`src/assert_macros.svh`:
```
// ----------------------------------------------------------------------------
// Assertion macros
// Shared concurrent assertion forms used by the context ring RTL.
// ----------------------------------------------------------------------------
`ifndef ASSERT_MACROS_SVH
`define ASSERT_MACROS_SVH

// The consequent must hold in the same cycle as the antecedent.
`define ASSERT_IMPLIES(label, clk, rst_n, ante, cons, msg) \
  label: assert property (@(posedge clk) disable iff (!rst_n) (ante) |-> (cons)) \
    else $error(msg);

// The consequent must hold in the cycle after the antecedent.
`define ASSERT_NEXT(label, clk, rst_n, ante, cons, msg) \
  label: assert property (@(posedge clk) disable iff (!rst_n) (ante) |=> (cons)) \
    else $error(msg);

// The expression must hold in every cycle outside reset.
`define ASSERT_ALWAYS(label, clk, rst_n, expr, msg) \
  label: assert property (@(posedge clk) disable iff (!rst_n) (expr)) \
    else $error(msg);

`endif

```
`src/tcr_pkg.sv`:
```
// ----------------------------------------------------------------------------
// TLB context ring package
// Sizes, opcodes and the request structures shared by the ring modules.
// ----------------------------------------------------------------------------
package tcr_pkg;

  localparam int SLOTS     = 8;
  localparam int TAG_BITS  = 16;
  localparam int SLOT_W    = (SLOTS > 1) ? $clog2(SLOTS) : 1;
  localparam int SLOT_IN_W = 3;
  localparam int TAG_IN_W  = 16;

  typedef logic [SLOT_W-1:0]   slot_t;
  typedef logic [TAG_BITS-1:0] tag_t;

  typedef enum logic [1:0] {
    OP_ACTIVATE = 2'd0,
    OP_REMOVE   = 2'd1,
    OP_QUERY    = 2'd2,
    OP_NOP      = 2'd3
  } opcode_t;

  // Request to the ring: relink a slot after the active one, optionally
  // making it the new active slot.
  typedef struct packed {
    logic  move;
    logic  set_cur;
    slot_t idx;
  } ring_req_t;

  // Request to the holder store: lookup address and tag, plus the update.
  typedef struct packed {
    logic  write;
    logic  clear;
    slot_t idx;
    tag_t  tag;
  } hold_req_t;

endpackage

```
`src/tlb_context_ring_policy.sv`:
```
// ----------------------------------------------------------------------------
// TLB context ring policy
// Least-recently-used ordering of address-space slots with holder tracking.
// A request is held in the input register, and its result in the output registers.
// Throughput: one request per cycle; busy is never raised.
// The rate is set by the single registered pass through the ring update.
// Reset (synchronous, rst_n low) restores the initial ring order, makes every
// slot a valid holder of the kernel-only space and sets slot 0 active.
// ----------------------------------------------------------------------------
`include "assert_macros.svh"

module tlb_context_ring_policy (
  input  logic        clk,
  input  logic        rst_n,
  input  logic        start,
  output logic        busy,
  input  logic [1:0]  in_opcode,
  input  logic [2:0]  in_slot,
  input  logic [15:0] in_space_tag,
  output logic        out_valid,
  output logic        out_reload_needed,
  output logic        out_holds,
  output logic [2:0]  out_active_slot,
  output logic [2:0]  out_after_active
);

  logic                                in_q_valid_r;
  tcr_pkg::opcode_t                    in_q_op_r;
  logic [tcr_pkg::SLOT_IN_W-1:0]       in_q_slot_r;
  logic [tcr_pkg::TAG_IN_W-1:0]        in_q_tag_r;
  logic                                out_valid_r;
  logic                                out_reload_r;
  logic                                out_holds_r;
  logic [2:0]                          out_active_r;
  logic [2:0]                          out_after_r;

  logic                                in_range;
  logic                                go;
  logic                                is_act;
  logic                                is_rem;
  logic                                is_qry;
  logic                                match;
  tcr_pkg::ring_req_t                  rreq;
  tcr_pkg::hold_req_t                  hreq;
  tcr_pkg::slot_t                      cur_nxt;
  tcr_pkg::slot_t                      after_nxt;

  assign busy     = 1'b0;
  assign in_range = 32'(in_q_slot_r) < 32'(tcr_pkg::SLOTS);
  assign go       = in_q_valid_r && in_range;
  assign is_act   = go && (in_q_op_r == tcr_pkg::OP_ACTIVATE);
  assign is_rem   = go && (in_q_op_r == tcr_pkg::OP_REMOVE);
  assign is_qry   = go && (in_q_op_r == tcr_pkg::OP_QUERY);

  always_comb begin
    hreq.idx     = tcr_pkg::slot_t'(in_q_slot_r);
    hreq.tag     = tcr_pkg::tag_t'(in_q_tag_r);
    hreq.write   = is_act;
    hreq.clear   = is_rem;
  end

  always_comb begin
    rreq.idx     = tcr_pkg::slot_t'(in_q_slot_r);
    rreq.move    = is_act || (is_rem && match);
    rreq.set_cur = is_act;
  end

  tcr_holder u_holder (
    .clk   (clk),
    .rst_n (rst_n),
    .req   (hreq),
    .match (match)
  );

  tcr_ring u_ring (
    .clk       (clk),
    .rst_n     (rst_n),
    .req       (rreq),
    .cur_nxt   (cur_nxt),
    .after_nxt (after_nxt)
  );

  always_ff @(posedge clk) begin
    if (!rst_n) begin
      in_q_valid_r <= 1'b0;
      out_valid_r  <= 1'b0;
    end else begin
      in_q_valid_r <= start && !busy;
      out_valid_r  <= in_q_valid_r;
    end
    if (start && !busy) begin
      in_q_op_r   <= tcr_pkg::opcode_t'(in_opcode);
      in_q_slot_r <= in_slot;
      in_q_tag_r  <= in_space_tag;
    end
    out_reload_r <= is_act && !match;
    out_holds_r  <= is_qry && match;
    out_active_r <= 3'(cur_nxt);
    out_after_r  <= 3'(after_nxt);
  end

  assign out_valid         = out_valid_r;
  assign out_reload_needed = out_reload_r;
  assign out_holds         = out_holds_r;
  assign out_active_slot   = out_active_r;
  assign out_after_active  = out_after_r;

  `ASSERT_NEXT(a_request_gives_result, clk, rst_n, in_q_valid_r, out_valid_r,
               "Registered request produced no result strobe")
  `ASSERT_IMPLIES(a_flags_exclusive, clk, rst_n, out_valid_r,
                  !(out_reload_r && out_holds_r),
                  "Reload and holds flags raised together")

endmodule

```
`src/tcr_holder.sv`:
```
// ----------------------------------------------------------------------------
// TLB context holder store
// Per-slot address-space tag and valid bit, with lookup and update.
// ----------------------------------------------------------------------------
`include "assert_macros.svh"

module tcr_holder (
  input  logic               clk,
  input  logic               rst_n,
  input  tcr_pkg::hold_req_t req,
  output logic               match
);

  tcr_pkg::tag_t              tags_r  [tcr_pkg::SLOTS];
  logic [tcr_pkg::SLOTS-1:0]  valid_r;

  assign match = valid_r[req.idx] && (tags_r[req.idx] == req.tag);

  // A clear request only takes effect when the slot validly holds the tag.
  always_ff @(posedge clk) begin
    if (!rst_n) begin
      valid_r <= '1;
      for (int i = 0; i < tcr_pkg::SLOTS; i++) begin
        tags_r[i] <= '0;
      end
    end else if (req.write) begin
      tags_r[req.idx]  <= req.tag;
      valid_r[req.idx] <= 1'b1;
    end else if (req.clear && match) begin
      valid_r[req.idx] <= 1'b0;
    end
  end

  `ASSERT_NEXT(a_write_sets_valid, clk, rst_n, req.write,
               valid_r[$past(req.idx)], "Activated slot is not valid afterwards")

endmodule

```
`src/tcr_ring.sv`:
```
// ----------------------------------------------------------------------------
// TLB context ring
// Circular doubly linked slot order and the active slot pointer.
// ----------------------------------------------------------------------------
`include "assert_macros.svh"

module tcr_ring (
  input  logic               clk,
  input  logic               rst_n,
  input  tcr_pkg::ring_req_t req,
  output tcr_pkg::slot_t     cur_nxt,
  output tcr_pkg::slot_t     after_nxt
);

  tcr_pkg::slot_t next_r [tcr_pkg::SLOTS];
  tcr_pkg::slot_t prev_r [tcr_pkg::SLOTS];
  tcr_pkg::slot_t next_nxt [tcr_pkg::SLOTS];
  tcr_pkg::slot_t prev_nxt [tcr_pkg::SLOTS];
  tcr_pkg::slot_t cur_r;
  tcr_pkg::slot_t s_prev;
  tcr_pkg::slot_t s_next;
  tcr_pkg::slot_t c_next;
  logic           relink;

  assign s_prev = prev_r[req.idx];
  assign s_next = next_r[req.idx];
  assign c_next = next_r[cur_r];
  assign relink = req.move && (req.idx != cur_r) && (c_next != req.idx);

  // The six link writes of a relink always hit distinct entries.
  always_comb begin
    for (int i = 0; i < tcr_pkg::SLOTS; i++) begin
      next_nxt[i] = next_r[i];
      prev_nxt[i] = prev_r[i];
      if (relink) begin
        if (tcr_pkg::slot_t'(i) == cur_r) begin
          next_nxt[i] = req.idx;
        end else if (tcr_pkg::slot_t'(i) == req.idx) begin
          next_nxt[i] = c_next;
        end else if (tcr_pkg::slot_t'(i) == s_prev) begin
          next_nxt[i] = s_next;
        end
        if (tcr_pkg::slot_t'(i) == req.idx) begin
          prev_nxt[i] = cur_r;
        end else if (tcr_pkg::slot_t'(i) == c_next) begin
          prev_nxt[i] = req.idx;
        end else if (tcr_pkg::slot_t'(i) == s_next) begin
          prev_nxt[i] = s_prev;
        end
      end
    end
  end

  assign cur_nxt   = req.set_cur ? req.idx : cur_r;
  assign after_nxt = next_nxt[cur_nxt];

  always_ff @(posedge clk) begin
    if (!rst_n) begin
      cur_r <= '0;
      for (int i = 0; i < tcr_pkg::SLOTS; i++) begin
        next_r[i] <= (i == tcr_pkg::SLOTS - 1) ? tcr_pkg::slot_t'(0)
                                               : tcr_pkg::slot_t'(i + 1);
        prev_r[i] <= (i == 0) ? tcr_pkg::slot_t'(tcr_pkg::SLOTS - 1)
                              : tcr_pkg::slot_t'(i - 1);
      end
    end else begin
      cur_r <= cur_nxt;
      for (int i = 0; i < tcr_pkg::SLOTS; i++) begin
        next_r[i] <= next_nxt[i];
        prev_r[i] <= prev_nxt[i];
      end
    end
  end

  `ASSERT_ALWAYS(a_links_agree, clk, rst_n, prev_r[next_r[cur_r]] == cur_r,
                 "Forward and backward links disagree at the active slot")
  `ASSERT_NEXT(a_relink_follows, clk, rst_n, relink,
               next_r[$past(cur_r)] == $past(req.idx),
               "Relinked slot does not follow the previous active slot")

endmodule
```
`config.mk`:
```
export PLATFORM = sky130hd
export DESIGN_NAME = tlb_context_ring_policy
export DESIGN_NICKNAME = d
export VERILOG_FILES = /design/src/tcr_pkg.sv /design/src/tlb_context_ring_policy.sv /design/src/tcr_holder.sv /design/src/tcr_ring.sv
export VERILOG_INCLUDE_DIRS = /design/src /design/src/src
export SDC_FILE = /design/constraint.sdc
export NUM_CORES = 1
export LEC_CHECK = 0
export BUFFER_PORTS_ARGS = -buffer_cell sky130_fd_sc_hd__buf_2
export CORE_ASPECT_RATIO = 2
export CORE_MARGIN = 2
export CORE_UTILIZATION = 35
export CTS_CLUSTER_DIAMETER = 80
export DETAILED_ROUTE_END_ITERATION = 16
export GPL_TIMING_DRIVEN = 0
export MAX_ROUTING_LAYER = met4
export PLACE_DENSITY_LB_ADDON = 0.1
export SLEW_MARGIN = 20
export SYNTH_ARGS = -nofsm -noshare
export SYNTH_HDL_FRONTEND = slang
export SYNTH_SLANG_ARGS = --single-unit
```
`constraint.sdc`:
```
create_clock -name clk -period 3.4 [get_ports clk]
set_clock_uncertainty 0.15 [all_clocks]
set_input_delay 0.68 -clock clk [delete_from_list [all_inputs] [get_ports clk]]
set_output_delay 0.68 -clock clk [all_outputs]
set_load 0.1 [all_outputs]
```
==> Yosys cells after proc, flatten, opt, wreduce, memory -nomap -nowiden <==
Memories as Yosys holds them, arrays and structs flattened. A register that Yosys moved wholly into a read port is not among the register bits.
Cells that the tools add are included.
{ "totals": {"regBits": 42, "ram_bits": 176, "in_bits": 24, "output_inout_bits": 10, "word_cells": 223, "mem_count": 3} }
{ "classes": {"magnitude_cmp": 3, "n_eq_ne": 56, "n_mux": 102, "bitwise_logic": 20, "n_reduce_logical": 28} }
{ "mem_list": {"columns": ["name", "words", "width", "rd", "rd_clocked_by_memory_dff", "wr", "line", "source"], "rows": [
  ["u_holder.tags_r", 8, 16, 1, 1, 8, "tcr_holder.sv:14", "tcr_pkg::tag_t tags_r [tcr_pkg::SLOTS];"],
  ["u_ring.next_r", 8, 3, 10, 2, 8, "tcr_ring.sv:15", "tcr_pkg::slot_t next_r [tcr_pkg::SLOTS];"],
  ["u_ring.prev_r", 8, 3, 1, 1, 8, "tcr_ring.sv:16", "tcr_pkg::slot_t prev_r [tcr_pkg::SLOTS];"]
]} }
{ "ops": {"columns": ["operator", "n"], "rows": [
  ["3-bit 2-to-1 mux", 88],
  ["3-bit == test, first input constant", 20],
  ["4-bit inequality test, second input constant", 8],
  ["2-bit by 3-bit == test with 1-bit output, first input constant", 10],
  ["3-bit AND reduction", 8],
  ["16-bit == test", 1],
  ["16-bit 2-to-1 mux", 1],
  ["8-bit 2-to-1 mux", 2],
  ["1-bit bitwise OR", 16],
  ["16-bit OR reduction", 1],
  ["1-bit by 3-bit == test with 1-bit output, first input constant", 5],
  ["3-bit zero test", 5],
  ["1-bit logical AND", 10],
  ["3-bit binary-select mux with 3-bit select", 1],
  ["8-bit bitwise AND", 1],
  ["1-bit 2-to-1 mux", 8],
  ["1-bit inequality test, second input constant", 8],
  ["8-bit inverter", 1],
  ["8-bit bitwise OR", 1],
  ["3-bit inequality test", 2],
  ["4-bit greater-or-equal comparator, second input constant", 1],
  ["3-bit by 4-bit less-than comparator with 1-bit output, second input constant", 1],
  ["3-bit inverter with 4-bit output", 1],
  ["1-bit binary-select mux with 3-bit select", 1],
  ["8 further kinds", 8]
]} }

==> Longest topological paths before layout <==
{ "depth": {"word_depth": 11, "ltp_mapped": 15, "depth_no_buf": 10} }

==> Hierarchy <==
Synthesis repeated with hierarchy kept, for this count alone.
{ "unflattened": {"cells_unflattened": 1116, "area_unflattened_um2": 11990.2} }
{ "by_module_without_submodules": {"columns": ["mod", "instances", "cells_per_inst", "area_per_inst_um2", "seq_area_each_um2"], "rows": [
  ["tcr_holder", 1, 495, 6521.3, 4003.8],
  ["tcr_ring", 1, 578, 4561.9, 1261.2],
  ["tlb_context_ring_policy", 1, 43, 907.1, 830.8]
]} }

==> Worst setup path after synthesis <==
Ideal clock, no wire load.
{ "synth_timing": {"path_type": "register -> register", "from": "reg with a tool-made name", "to": "mem u_ring.prev_r[6][0] (netlist bit), enable pin", "setup_time_ns": 0.344, "arrival_time_ns": 2.872, "t_required_ns": 2.906, "path_slack_ns": 0.034, "path_stages_with_launch": 13, "n_path_buf": 4, "period_less_slack_ns": 3.366, "path_cell_list": "dfxtp_1 buf_6 buf_8 mux4_1 mux2i_1 xor2_1 o2111ai_1 nor4_2 a21o_2 nand2_2 buf_2 clkbuf_1 o21ai_0"} }
{ "synth_rtl": {"columns": ["item", "line"], "rows": [
  ["to (decl)", "tcr_ring.sv:16"]
]} }

==> results.cfg <==
[status]
status = finished with violations
violations = negative setup slack

[route]
top_layer_used = met4
wirelength_mm = 44.76
drt_iter0_drc = 554
ant_nets = 0
drt-pass1-iter-count = 5
dr_wl_met2_mm = 25.31
avgViaCountPerCell = 5.612
dr_wl_met3_mm = 1.426
wl_met1_mm = 14.15
drc_errors = 0
routedWlPerCell_um = 28.17
num_vias = 8917

[layout]
layout_common_cells = edfxtp_1 (173), and2_1 (138), nor2_1 (81), mux2i_1 (56), nand2_1 (51)
area_growth_pct = 24.68
final_common_cell = edfxtp_1
layout-drive-gt1-share = 0.2723
multiInputGateArea_sq_um = 5904
nNetsFinal = 1162
antenna_cells = 0
stdcell_area_sq_um = 14690
seq_area_sq_um = 6157
n_fill_cell = 3130

[power]
pwr_density_cell_nw_per_um2 = 495.3
p_comb_frac = 0.199
clockPowerShare = 0.370
switchingPower_w = 0.002103
ir_worst_vdd_mv = 0.4788
leakagePower_nw = 5.234
switching_share = 0.2891
intPower_w = 0.005173
seqPwrFrac = 0.432

[place]
place_ws_ns = -1.432
hpwlAfterDp_mm = 32.56
place_congestion = 0.9651
placedInstanceArea_sq_um = 12750
port_buffers = 32

[synth]
synth_cells = 1035
post_synth_num_cell_types = 71
synth_flop_cell = edfxtp_1
synth_area_per_cell_sq_um = 11.39
seq_area_frac_synth = 0.5224
yosys_warnings = 0
ys_ff_latch = 221
async_flop_share = 0
syn-num-nets = 1059
syn_area_sq_um = 11780
synth-edff-count = 173

[global_route]
grt_pass1_wl_mm = 63.87
grt.overflow.total = 0
grt_usage = 0.2629
grt_max_degree = 26
antenna_found_initial = 0
grt_pass1_vias = 9359

[clocking]
numCtsBuffers = 23
path_clk_slew_ns = 0.07
root_buffer = clkbuf_16
htree_levels = 1
cts_sinks = 221
clockBufferDepth = 3
ctsHoldBuffers = 0
insertion_delay_ns = 0.54
cts_tree = built

[die]
die_y_um = 263.5
dieArea_sq_um = 35240
die_w_um = 133.7
coreArea_sq_um = 33400
start_util = 0.3528
io_pins = 34
std_cell_rows = 95

[setup_path]
reg2reg_depth = 11
critPathLaunch = u_ring.cur_r[0]$_SDFF_PN0_
crit_required_ns = 3.52
r2r_start = u_ring.cur_r[0]$_SDFF_PN0_
crit_fanout = 10
end_kind = flop
r2r_setup_slack_ns = -0.30
cp-start-kind = flop
reg2reg_to = u_ring.prev_r[5][2]$_SDFFCE_PN1P_
path_class = flop to flop
cp_data_arrival_time_ns = 3.82
crit_end = u_ring.prev_r[5][2]$_SDFFCE_PN1P_

[timing]
rsz0062_at_grt = yes
fmax_mhz = 270.3
slew_headroom = 0.2077
setup_viol = 54
finalCritPeriodShare = 1.088
tns_ns = -8.202
worstMarginPinSlew_ns = 1.188
finalHoldViolCount = 0
setup_slack_ns = -0.3001
drv_slew = 0
hold_ws_ns = 0.1701
period_needed_ns = 3.700

[hold_path]
hold_class = primary input to flop

[flow_run]
cap_violations = 0
synth_stat cells, drive strengths merged (26+ instances only):
cell | n | area share
and2 | 141 | 0.075
o21ai | 56 | 0.024
clkbuf | 51 | 0.016
nor3 | 28 | 0.012
nand2 | 59 | 0.019
a21oi | 47 | 0.021
nor2 | 93 | 0.031
mux4 | 34 | 0.068
edfxtp | 173 | 0.44
buf | 26 | 0.013
dfxtp | 48 | 0.082
mux2i | 66 | 0.057
worst max-delay path, stage by stage, from the launching register on:
cell and delay (ns):
dfxtp_1 0.31, buf_2 0.29, mux4_2 0.59, mux2i_4 0.35, xnor2_1 0.22, nor3_2 0.08, or2_2 0.30, clkbuf_4 0.26
nor2_8 0.19, buf_12 0.17, o211ai_1 0.16, a211o_1 0.36
sequential cells by signal, summed over array words and instances, names as in the netlist, named ones only:
register	flops
out_after_active	3
out_reload_needed	1
in_q_tag_r	16
out_valid	1
u_ring.cur_r	3
u_ring.prev_r	24
in_q_op_r	2
u_holder.tags_r	128
out_active_slot	3
out_holds	1
u_ring.next_r	24
go	1
in_q_slot_r	3
how the worst min path moves through the flow:
stage | from | to | slack [ns] | depth (start not counted)
after global routing | in_space_tag[6] | in_q_tag_r[6]$_DFFE_PP_ | 0.16 | 1
after detailed placement | go$_SDFF_PN0_ | out_holds$_DFF_P_ | 0.29 | 2
after floorplan | go$_SDFF_PN0_ | out_holds$_DFF_P_ | 0.28 | 2
after CTS | in_space_tag[6] | in_q_tag_r[6]$_DFFE_PP_ | 0.15 | 1
final | in_space_tag[0] | in_q_tag_r[0]$_DFFE_PP_ | 0.17 | 1
after global placement | go$_SDFF_PN0_ | out_holds$_DFF_P_ | 0.30 | 2
power by group through the flow:
stage / Combinational [W] / Clock [W] / Sequential, W
after floorplan: 0.000708 / 0 / 0.00322
after global placement: 0.00117 / 0 / 0.00320
after detailed placement: 0.00121 / 0 / 0.00319
after CTS: 0.00142 / 0.00274 / 0.00314
after global routing: 0.00151 / 0.00282 / 0.00315
final: 0.00144 / 0.00269 / 0.00314
through the flow:
| stage | utilization | total power (W) | instances |
|---|---|---|---|
| final | 0.4399 | 0.007276 | 1589 |
| after global routing | 0.4399 | 0.007493 | 1589 |
| after CTS | 0.4353 | 0.007295 | 1586 |
| after detailed placement | 0.3818 | 0.004400 | 1510 |
| after global placement | 0.3739 | 0.004366 | 1503 |
| after floorplan | - | 0.003928 | 1035 |
final cells by class:
class,instances,area share
plain buffers,74,0.03424
clock buffers,30,0.04233
clock inverters,10,0.01048
inverters,4,0.001022
multi-input cells,733,0.4019
flip-flops and latches,221,0.4191
well taps,436,0.03713
repair buffers,81,0.05382
layer usage:
metal,vias up,track usage
met5,-,-
met4,0,0.1915
li1,4042,-
met1,4436,0.2306
met2,263,0.5033
met3,176,0.02696
cells by family (layout without fill, tap and decap cells):
group,Yosys count,count (layout),synth area share
simple gates,398,398,0.1816
flops,221,221,0.5224
compound gates,199,199,0.1090
mux,121,121,0.1454
buf+inv,81,199,0.03090
xor+xnor,14,14,0.01041
other cells,1,1,0.0003182
timing repair:
item | in CTS | in global routing
endpoints found under the setup margin | 151 | 106
gates cloned | 3 | 0
pin swaps | 38 | 18
gates resized for setup | 167 | 39
setup buffers | 34 | 7
No activity file was read; power rests on OpenSTA's default activity.
